[src/hw/rtl/als_pkg.sv]
// als_pkg: widths, register indexes and shared types of the antialiased line shear
// no dependencies; imported by every module of the block
package als_pkg;

    localparam int FRAC_BITS  = 16;
    localparam int SHEAR_W    = 18;
    localparam int OFFSET_W   = 11;
    localparam int LENGTH_W   = 12;
    localparam int LINE_W     = 10;
    localparam int POSIN_W    = 10;
    localparam int POSOUT_W   = 11;
    localparam int CH_W       = 8;
    localparam int NUM_CH     = 4;
    localparam int CFG_W      = 18;
    localparam int CFG_IDX_W  = 2;

    // full product of shear and line index, its whole part and the shifted position
    localparam int PROD_W     = SHEAR_W + LINE_W + 1;
    localparam int WHOLE_W    = PROD_W - FRAC_BITS;
    localparam int POS_W      = WHOLE_W + 2;

    localparam int Q_DEPTH    = 4;
    localparam int Q_PTR_W    = 2;
    localparam int Q_CNT_W    = 3;

    localparam logic [LENGTH_W-1:0] LENGTH_CAP   = 12'd2048;
    localparam logic [LENGTH_W-1:0] LENGTH_RESET = 12'd1024;

    localparam logic [CFG_IDX_W-1:0] CFG_SHEAR  = 2'd0;
    localparam logic [CFG_IDX_W-1:0] CFG_OFFSET = 2'd1;
    localparam logic [CFG_IDX_W-1:0] CFG_LENGTH = 2'd2;

    typedef logic [NUM_CH-1:0][CH_W-1:0] color_t;

    // classified pixel as it travels from front to back
    typedef struct packed {
        logic [LINE_W-1:0]      line;
        logic signed [POS_W-1:0] pos;
        logic [FRAC_BITS-1:0]   frac;
        color_t                 color;
        logic                   last;
    } als_item_t;

    typedef struct packed {
        logic [LINE_W-1:0]   line;
        logic [POSOUT_W-1:0] pos;
        color_t              color;
        logic                done;
    } als_result_t;

    typedef struct packed {
        logic full;
        logic empty;
    } als_qstat_t;

endpackage

[src/hw/rtl/als_front.sv]
// als_front: accepts input pixels, computes shift and fraction per line
// depends on als_pkg; feeds als_queue
module als_front import als_pkg::*; (
    input  logic                s_valid,
    output logic                s_ready,
    input  logic [LINE_W-1:0]   s_line_index,
    input  logic [POSIN_W-1:0]  s_position,
    input  color_t              s_color,
    input  logic                s_line_end,
    input  logic [SHEAR_W-1:0]  shear,
    input  logic [OFFSET_W-1:0] offset,
    input  als_qstat_t          q_stat,
    output logic                push,
    output als_item_t           push_item
);

    logic [PROD_W-1:0]       shear_ext;
    logic [PROD_W-1:0]       line_ext;
    logic [PROD_W-1:0]       prod;
    logic [WHOLE_W-1:0]      whole;

    assign s_ready = !q_stat.full;
    assign push    = s_valid && s_ready;

    // low bits of the unsigned product equal the two's complement product
    assign shear_ext = {{(PROD_W-SHEAR_W){shear[SHEAR_W-1]}}, shear};
    assign line_ext  = {{(PROD_W-LINE_W){1'b0}}, s_line_index};
    assign prod      = shear_ext * line_ext;
    assign whole     = prod[PROD_W-1:FRAC_BITS];

    always_comb begin
        push_item.line  = s_line_index;
        push_item.frac  = prod[FRAC_BITS-1:0];
        push_item.pos   = $signed({{(POS_W-WHOLE_W){whole[WHOLE_W-1]}}, whole})
                        + $signed({{(POS_W-OFFSET_W){1'b0}}, offset})
                        + $signed({{(POS_W-POSIN_W){1'b0}}, s_position});
        push_item.color = s_color;
        push_item.last  = s_line_end;
    end

endmodule

[src/hw/rtl/als_queue.sv]
// als_queue: small first-in first-out buffer between front and back
// depends on als_pkg
module als_queue import als_pkg::*; (
    input  logic       aclk,
    input  logic       aresetn,
    input  logic       push,
    input  als_item_t  push_item,
    input  logic       pop,
    output als_item_t  head_item,
    output als_qstat_t q_stat
);

    als_item_t            mem [Q_DEPTH];
    logic [Q_PTR_W-1:0]   wr_ptr_reg, wr_ptr_next;
    logic [Q_PTR_W-1:0]   rd_ptr_reg, rd_ptr_next;
    logic [Q_CNT_W-1:0]   count_reg, count_next;

    assign q_stat.full  = (count_reg == Q_CNT_W'(Q_DEPTH));
    assign q_stat.empty = (count_reg == '0);
    assign head_item    = mem[rd_ptr_reg];

    always_comb begin
        wr_ptr_next = push ? wr_ptr_reg + 1'b1 : wr_ptr_reg;
        rd_ptr_next = pop  ? rd_ptr_reg + 1'b1 : rd_ptr_reg;
        count_next  = count_reg + Q_CNT_W'(push) - Q_CNT_W'(pop);
    end

    always_ff @(posedge aclk) begin
        if (!aresetn) begin
            wr_ptr_reg <= '0;
            rd_ptr_reg <= '0;
            count_reg  <= '0;
        end else begin
            wr_ptr_reg <= wr_ptr_next;
            rd_ptr_reg <= rd_ptr_next;
            count_reg  <= count_next;
        end
    end

    always_ff @(posedge aclk) begin
        if (push) begin
            mem[wr_ptr_reg] <= push_item;
        end
    end

endmodule

[src/hw/rtl/als_back.sv]
// als_back: blends each pixel with the running carry and delivers up to two results
// depends on als_pkg; pops from als_queue
module als_back import als_pkg::*; (
    input  logic                aclk,
    input  logic                aresetn,
    input  als_item_t           head_item,
    input  als_qstat_t          q_stat,
    output logic                pop,
    input  logic [LENGTH_W-1:0] length,
    output logic                m_valid,
    input  logic                m_ready,
    output als_result_t         m_result
);

    typedef enum logic [1:0] {
        ST_IDLE,
        ST_CALC,
        ST_EMIT
    } state_t;

    state_t      state_reg, state_next;
    als_item_t   item_reg, item_next;
    color_t      carry_reg, carry_next;
    logic        a_valid_reg, a_valid_next;
    logic        b_valid_reg, b_valid_next;
    als_result_t a_res_reg, a_res_next;
    als_result_t b_res_reg, b_res_next;

    logic [LENGTH_W-1:0]         len_eff;
    logic signed [POS_W-1:0]     pos_end;
    logic                        pix_in;
    logic                        end_in;
    logic [CH_W+FRAC_BITS-1:0]   ch_prod [NUM_CH];
    color_t                      left;
    color_t                      pix;
    logic [CH_W:0]               ch_sum [NUM_CH];

    assign len_eff = (length > LENGTH_CAP) ? LENGTH_CAP : length;
    assign pos_end = item_reg.pos + POS_W'(1);
    assign pix_in  = !item_reg.pos[POS_W-1]
                   && (item_reg.pos < $signed({{(POS_W-LENGTH_W){1'b0}}, len_eff}));
    assign end_in  = item_reg.last && !pos_end[POS_W-1]
                   && (pos_end < $signed({{(POS_W-LENGTH_W){1'b0}}, len_eff}));

    // per channel share moved right, then blend with the carry
    always_comb begin
        for (int k = 0; k < NUM_CH; k++) begin
            ch_prod[k] = (CH_W+FRAC_BITS)'(item_reg.color[k])
                       * (CH_W+FRAC_BITS)'(item_reg.frac);
            left[k]    = ch_prod[k][CH_W+FRAC_BITS-1:FRAC_BITS];
            ch_sum[k]  = {1'b0, item_reg.color[k]} - {1'b0, left[k]}
                       + {1'b0, carry_reg[k]};
            pix[k]     = ch_sum[k][CH_W] ? {CH_W{1'b1}} : ch_sum[k][CH_W-1:0];
        end
    end

    assign m_valid  = a_valid_reg || b_valid_reg;
    assign m_result = a_valid_reg ? a_res_reg : b_res_reg;

    always_comb begin
        state_next   = state_reg;
        item_next    = item_reg;
        carry_next   = carry_reg;
        a_valid_next = a_valid_reg;
        b_valid_next = b_valid_reg;
        a_res_next   = a_res_reg;
        b_res_next   = b_res_reg;
        pop          = 1'b0;
        case (state_reg)
            ST_IDLE: begin
                if (!q_stat.empty) begin
                    pop        = 1'b1;
                    item_next  = head_item;
                    state_next = ST_CALC;
                end
            end
            ST_CALC: begin
                carry_next       = item_reg.last ? '0 : left;
                a_valid_next     = pix_in;
                a_res_next.line  = item_reg.line;
                a_res_next.pos   = item_reg.pos[POSOUT_W-1:0];
                a_res_next.color = pix;
                a_res_next.done  = item_reg.last && !end_in;
                b_valid_next     = end_in;
                b_res_next.line  = item_reg.line;
                b_res_next.pos   = pos_end[POSOUT_W-1:0];
                b_res_next.color = left;
                b_res_next.done  = 1'b1;
                state_next       = (pix_in || end_in) ? ST_EMIT : ST_IDLE;
            end
            ST_EMIT: begin
                if (m_ready) begin
                    if (a_valid_reg) begin
                        a_valid_next = 1'b0;
                    end else begin
                        b_valid_next = 1'b0;
                    end
                    if (a_valid_reg != b_valid_reg) begin
                        state_next = ST_IDLE;
                    end
                end
            end
            default: begin
                state_next = ST_IDLE;
            end
        endcase
    end

    always_ff @(posedge aclk) begin
        if (!aresetn) begin
            state_reg   <= ST_IDLE;
            carry_reg   <= '0;
            a_valid_reg <= 1'b0;
            b_valid_reg <= 1'b0;
        end else begin
            state_reg   <= state_next;
            carry_reg   <= carry_next;
            a_valid_reg <= a_valid_next;
            b_valid_reg <= b_valid_next;
        end
        item_reg  <= item_next;
        a_res_reg <= a_res_next;
        b_res_reg <= b_res_next;
    end

endmodule

[src/hw/rtl/antialiased_line_shear.sv]
// antialiased_line_shear: top level of one blended shear pass
// depends on als_pkg, als_front, als_queue, als_back
//
// One pass of a three-shear rotation with blending. Pixels of a line arrive in
// order; each is moved by floor(shear_factor * line_index) + shift_offset and
// gives up the fraction of each channel to the next output pixel, the leftover
// carry landing one column past the last pixel when line_end is set. Results
// whose position is negative or at or beyond output_length (capped at 2048) are
// dropped, but the carry still advances. The front takes one request per clock
// while the four-entry queue has room and computes the shift with one multiply.
// The back works on one pixel at a time: it pops in ST_IDLE, does the channel
// multiplies and carry blend in ST_CALC, and delivers each result in ST_EMIT
// as m_ready takes it; the carry is serial state in the back. The user must
// write configuration through cfg_we/cfg_index/cfg_wdata only while the block
// is idle; the block itself does not enforce this.
module antialiased_line_shear import als_pkg::*; (
    input  logic                 aclk,
    input  logic                 aresetn,
    // configuration writes
    input  logic                 cfg_we,
    input  logic [CFG_IDX_W-1:0] cfg_index,
    input  logic [CFG_W-1:0]     cfg_wdata,
    // input pixel requests
    input  logic                 s_valid,
    output logic                 s_ready,
    input  logic [LINE_W-1:0]    s_line_index,
    input  logic [POSIN_W-1:0]   s_position,
    input  logic [CH_W-1:0]      s_red_in,
    input  logic [CH_W-1:0]      s_green_in,
    input  logic [CH_W-1:0]      s_blue_in,
    input  logic [CH_W-1:0]      s_opacity_in,
    input  logic                 s_line_end,
    // result requests
    output logic                 m_valid,
    input  logic                 m_ready,
    output logic [LINE_W-1:0]    m_line_out,
    output logic [POSOUT_W-1:0]  m_out_position,
    output logic [CH_W-1:0]      m_red_out,
    output logic [CH_W-1:0]      m_green_out,
    output logic [CH_W-1:0]      m_blue_out,
    output logic [CH_W-1:0]      m_opacity_out,
    output logic                 m_line_done
);

    // configuration registers
    logic [SHEAR_W-1:0]  shear_reg;
    logic [OFFSET_W-1:0] offset_reg;
    logic [LENGTH_W-1:0] length_reg;

    // front to queue to back
    logic        push;
    als_item_t   push_item;
    logic        pop;
    als_item_t   head_item;
    als_qstat_t  q_stat;
    als_result_t m_result;
    color_t      s_color;

    always_ff @(posedge aclk) begin
        if (!aresetn) begin
            shear_reg  <= '0;
            offset_reg <= '0;
            length_reg <= LENGTH_RESET;
        end else if (cfg_we) begin
            // writes to an index past the list are ignored
            case (cfg_index)
                CFG_SHEAR:  shear_reg  <= cfg_wdata[SHEAR_W-1:0];
                CFG_OFFSET: offset_reg <= cfg_wdata[OFFSET_W-1:0];
                CFG_LENGTH: length_reg <= cfg_wdata[LENGTH_W-1:0];
                default: begin
                end
            endcase
        end
    end

    // channel order red, green, blue, opacity from low to high
    assign s_color = {s_opacity_in, s_blue_in, s_green_in, s_red_in};

    als_front u_front (
        .s_valid      (s_valid),
        .s_ready      (s_ready),
        .s_line_index (s_line_index),
        .s_position   (s_position),
        .s_color      (s_color),
        .s_line_end   (s_line_end),
        .shear        (shear_reg),
        .offset       (offset_reg),
        .q_stat       (q_stat),
        .push         (push),
        .push_item    (push_item)
    );

    als_queue u_queue (
        .aclk      (aclk),
        .aresetn   (aresetn),
        .push      (push),
        .push_item (push_item),
        .pop       (pop),
        .head_item (head_item),
        .q_stat    (q_stat)
    );

    als_back u_back (
        .aclk      (aclk),
        .aresetn   (aresetn),
        .head_item (head_item),
        .q_stat    (q_stat),
        .pop       (pop),
        .length    (length_reg),
        .m_valid   (m_valid),
        .m_ready   (m_ready),
        .m_result  (m_result)
    );

    // result fields
    assign m_line_out     = m_result.line;
    assign m_out_position = m_result.pos;
    assign m_red_out      = m_result.color[0];
    assign m_green_out    = m_result.color[1];
    assign m_blue_out     = m_result.color[2];
    assign m_opacity_out  = m_result.color[3];
    assign m_line_done    = m_result.done;

endmodule

[config.mk]
export PLATFORM = sky130hd
export DESIGN_NAME = antialiased_line_shear
export DESIGN_NICKNAME = d
export VERILOG_FILES = /design/src/hw/rtl/als_pkg.sv /design/src/hw/rtl/als_front.sv /design/src/hw/rtl/als_queue.sv /design/src/hw/rtl/als_back.sv /design/src/hw/rtl/antialiased_line_shear.sv
export SDC_FILE = /design/constraint.sdc
export NUM_CORES = 2
export LEC_CHECK = 0
export ABC_AREA = 0
export BUFFER_PORTS_ARGS = -buffer_cell sky130_fd_sc_hd__buf_4
export CORE_MARGIN = 1.5
export CORE_UTILIZATION = 25
export CTS_CLUSTER_DIAMETER = 40
export DETAILED_ROUTE_END_ITERATION = 8
export PLACE_DENSITY = 0.37
export SYNTH_ARGS = -nofsm -noshare
export SYNTH_HDL_FRONTEND = slang
export SYNTH_SLANG_ARGS = --single-unit
[constraint.sdc]
create_clock -name aclk -period 10 [get_ports aclk]
set_clock_uncertainty 0.15 [all_clocks]
set_input_delay 1 -clock aclk [delete_from_list [all_inputs] [get_ports aclk]]
set_output_delay 1 -clock aclk [all_outputs]
set_load 0.005 [all_outputs]
==> impl_metrics.toml <==
[status]
status = "complete, no violations"

[sta]
finalCritPeriodShare_pct = 88.1
finalWorstPathRequiredPeriod_ns = 8.81
setup_viol = 0
tightest_slew_ns = 1.03
grt_setup_unrepaired = "false"
clock.fmax_ghz = 0.113
max_slew_margin_pct = 31.3
drv_slew = 0
setup_tns_ns = 0
hold_viol = 0

[global_route]
grt_max_degree = 66
antenna_found_initial = 3
track_usage_pct = 13.1
grt_pass1_vias = 29623
grt_overflow = 0
grt_pass1_wl_mm = 180

[drt]
num_vias = 26722
vias_per_cell = 4.22
initialDrtViolationCount = 870
antenna_left = 0
firstDrtPassIters = 4
drt-total-wl_mm = 115
route.detailed.drc = 0
wl_per_cell_um = 18.2

[logic_synthesis]
synthDistinctLibCells = 69
synth_top_area_share_pct = 32.1
synth.largest_area_cell = "edfxtp_1"
synth_fp_nets = 4708
synth-async-reset-ratio_pct = 0
ys_seq_elements = 551
synth_top_flop_cell = "edfxtp_1"
syn_avg_cell_area_um2 = 11.6
yosysMostFrequentCell = "inv_1"
netlist_area_mm2 = 0.0437
ys_warn_count = 0
ys_top_cells_by_count = "inv_1, fa_1, nand2_1"
synth_edf_count = 467
synth_seq_area_share_pct = 35.9
netlist_instances = 3780
synthTopCellsByArea = "edfxtp_1, fa_1, ha_1, inv_1, and2_1"

[die]
fp.coreArea_mm2 = 0.174
start_util_pct = 25.2
die_area_mm2 = 0.177
io_pins = 134
die_x_um = 421
die_y_um = 421
rows = 153

[clocking]
clk_pin_slew_worst_paths_ns = 0.05
cts_hold_buf = 0
cts_resized = 0
cts_setup_buffers = 0
root_buffer = "clkbuf_16"
worstSkewPairLatency_ns = 0.73
cts_buffers = 108
clk_path_buf_depth = 3
cts.sinks = 551
htree_levels = 3
cts_tree = "built"

[placed_design]
hpwl_mm = 85.7
gp_congestion = 0.776
io_buffers = 133

[critical_path]
required_ns = 10.22
critPathCaptureType = "register"
cp_slowest_stage_delay_ns = 0.92
criticalPathCategory = "register to register"
cp_common_cell = "o21ai_0"
cp.arrival_ns = 9.04
crit_slowest_cell = "edfxtp_1"
cp_max_fo = 17
cp-start-kind = "register"
path_delay_family = "adder cells"
cp_num_buf_inv = 5

[finish]
largest_register_ffs = 296
n_fill_cell = 18074
fin_nets = 4836
syn_to_final_growth_pct = 17.2
drive_above_1_share_pct = 13.1

[flow_run]
cap_violations = 0

[min_path]
hold_path.class = "register to register"
routing by layer:
metal	track usage [%]	routed length, um	up-vias
met4	3.37	2130	0
met2	24.0	59700	260
met1	16.3	50500	13718
li1	-	-	12615
met3	1.57	2730	129
met5	0	0	-
cell type report:
cell class	count	area [um2]	area share, %
clock buffers	117	2760	5.38
clock inverters	88	1050	2.06
repair buffers	190	1430	2.78
diodes	1	2.50	0.00488
multi-input cells	2478	25200	49.2
inverters	579	2180	4.25
well taps	2325	2910	5.68
flip-flops and latches	551	15700	30.7
stage by stage:
step / std cells / setup slack, ns / utilization (%) / hold slack, ns / area [um2]
floorplan: 3780 / 1.24 / - / 0.250 / 43700
global placement: 6123 / 0.600 / 27.3 / 0.257 / 47400
detailed placement: 6123 / 0.519 / 27.3 / 0.255 / 47400
CTS: 6328 / 0.926 / 29.5 / 0.246 / 51200
global route: 6328 / 0.476 / 29.5 / 0.277 / 51200
finish: 6329 / 1.19 / 29.5 / 0.264 / 51200
worst register-to-register path: cells and delay by family (launching register included):
kind,cells,cell delay [ns]
adders and majority gates,7,3.02
buffers and inverters,5,0.37
xor gates and xnor gates,1,0.55
AOI/OAI and AO/OA,12,2.96
DFF,1,0.92
and+or+nand+nor,4,0.53
cell usage in the layout, fill, tap and decap left out, types with 7 or more instances in the layout:
master	netlist	final
buf_4	10	190
a21oi_1	81	81
bufinv_16	0	12
o21ai_0	77	77
nand3_1	21	21
clkinvlp_4	0	21
nor2_1	52	52
clkinv_2	0	12
nor3_1	14	13
clkinv_4	0	9
nand3b_1	7	7
nand2_1	525	525
inv_6	0	16
xnor2_1	73	73
and3_1	16	12
inv_1	579	578
ha_1	322	322
fa_1	528	528
dfxtp_1	84	81
clkbuf_16	0	108
a211oi_1	11	11
nand4_1	10	10
mux2i_1	12	12
inv_8	0	7
clkbuf_1	152	7
a22o_1	11	11
a21boi_0	31	31
mux2_2	43	43
a22oi_1	9	9
o21bai_1	13	13
nor2b_1	42	42
and2_1	323	323
a21o_1	37	37
nand2b_1	18	18
xor2_1	41	41
mux4_2	74	74
o21a_1	20	20
edfxtp_1	467	467
logic make-up (layout without fill, tap and decap cells):
family	after synthesis	after routing	synth area share [%]
other	0	1	0
xor gates and xnor gates	114	114	2.28
and+or+nand+nor	1049	1049	11.7
DFF	551	551	35.9
muxes	129	129	5.19
buffers and inverters	751	974	6.55
adders and majority gates	851	851	33.4
AOI/OAI and AO/OA	335	335	4.99
worst paths after layout:
path / from / endpoint / slack, ns / cells after the start
worst min-delay path: u_back.item_reg[67] / u_back.a_res_reg[47] / 0.26 / 0
worst max-delay path: u_back.item_reg[5] / u_back.a_res_reg[5] / 1.19 / 29
worst min register to register: u_back.item_reg[67] / u_back.a_res_reg[47] / 0.26 / 0
worst max register to register: u_back.item_reg[5] / u_back.a_res_reg[5] / 1.19 / 29
Power is left out: the tool's default activity adds up to more than one toggle a clock period on the data nets, which glitch-free logic cannot reach.
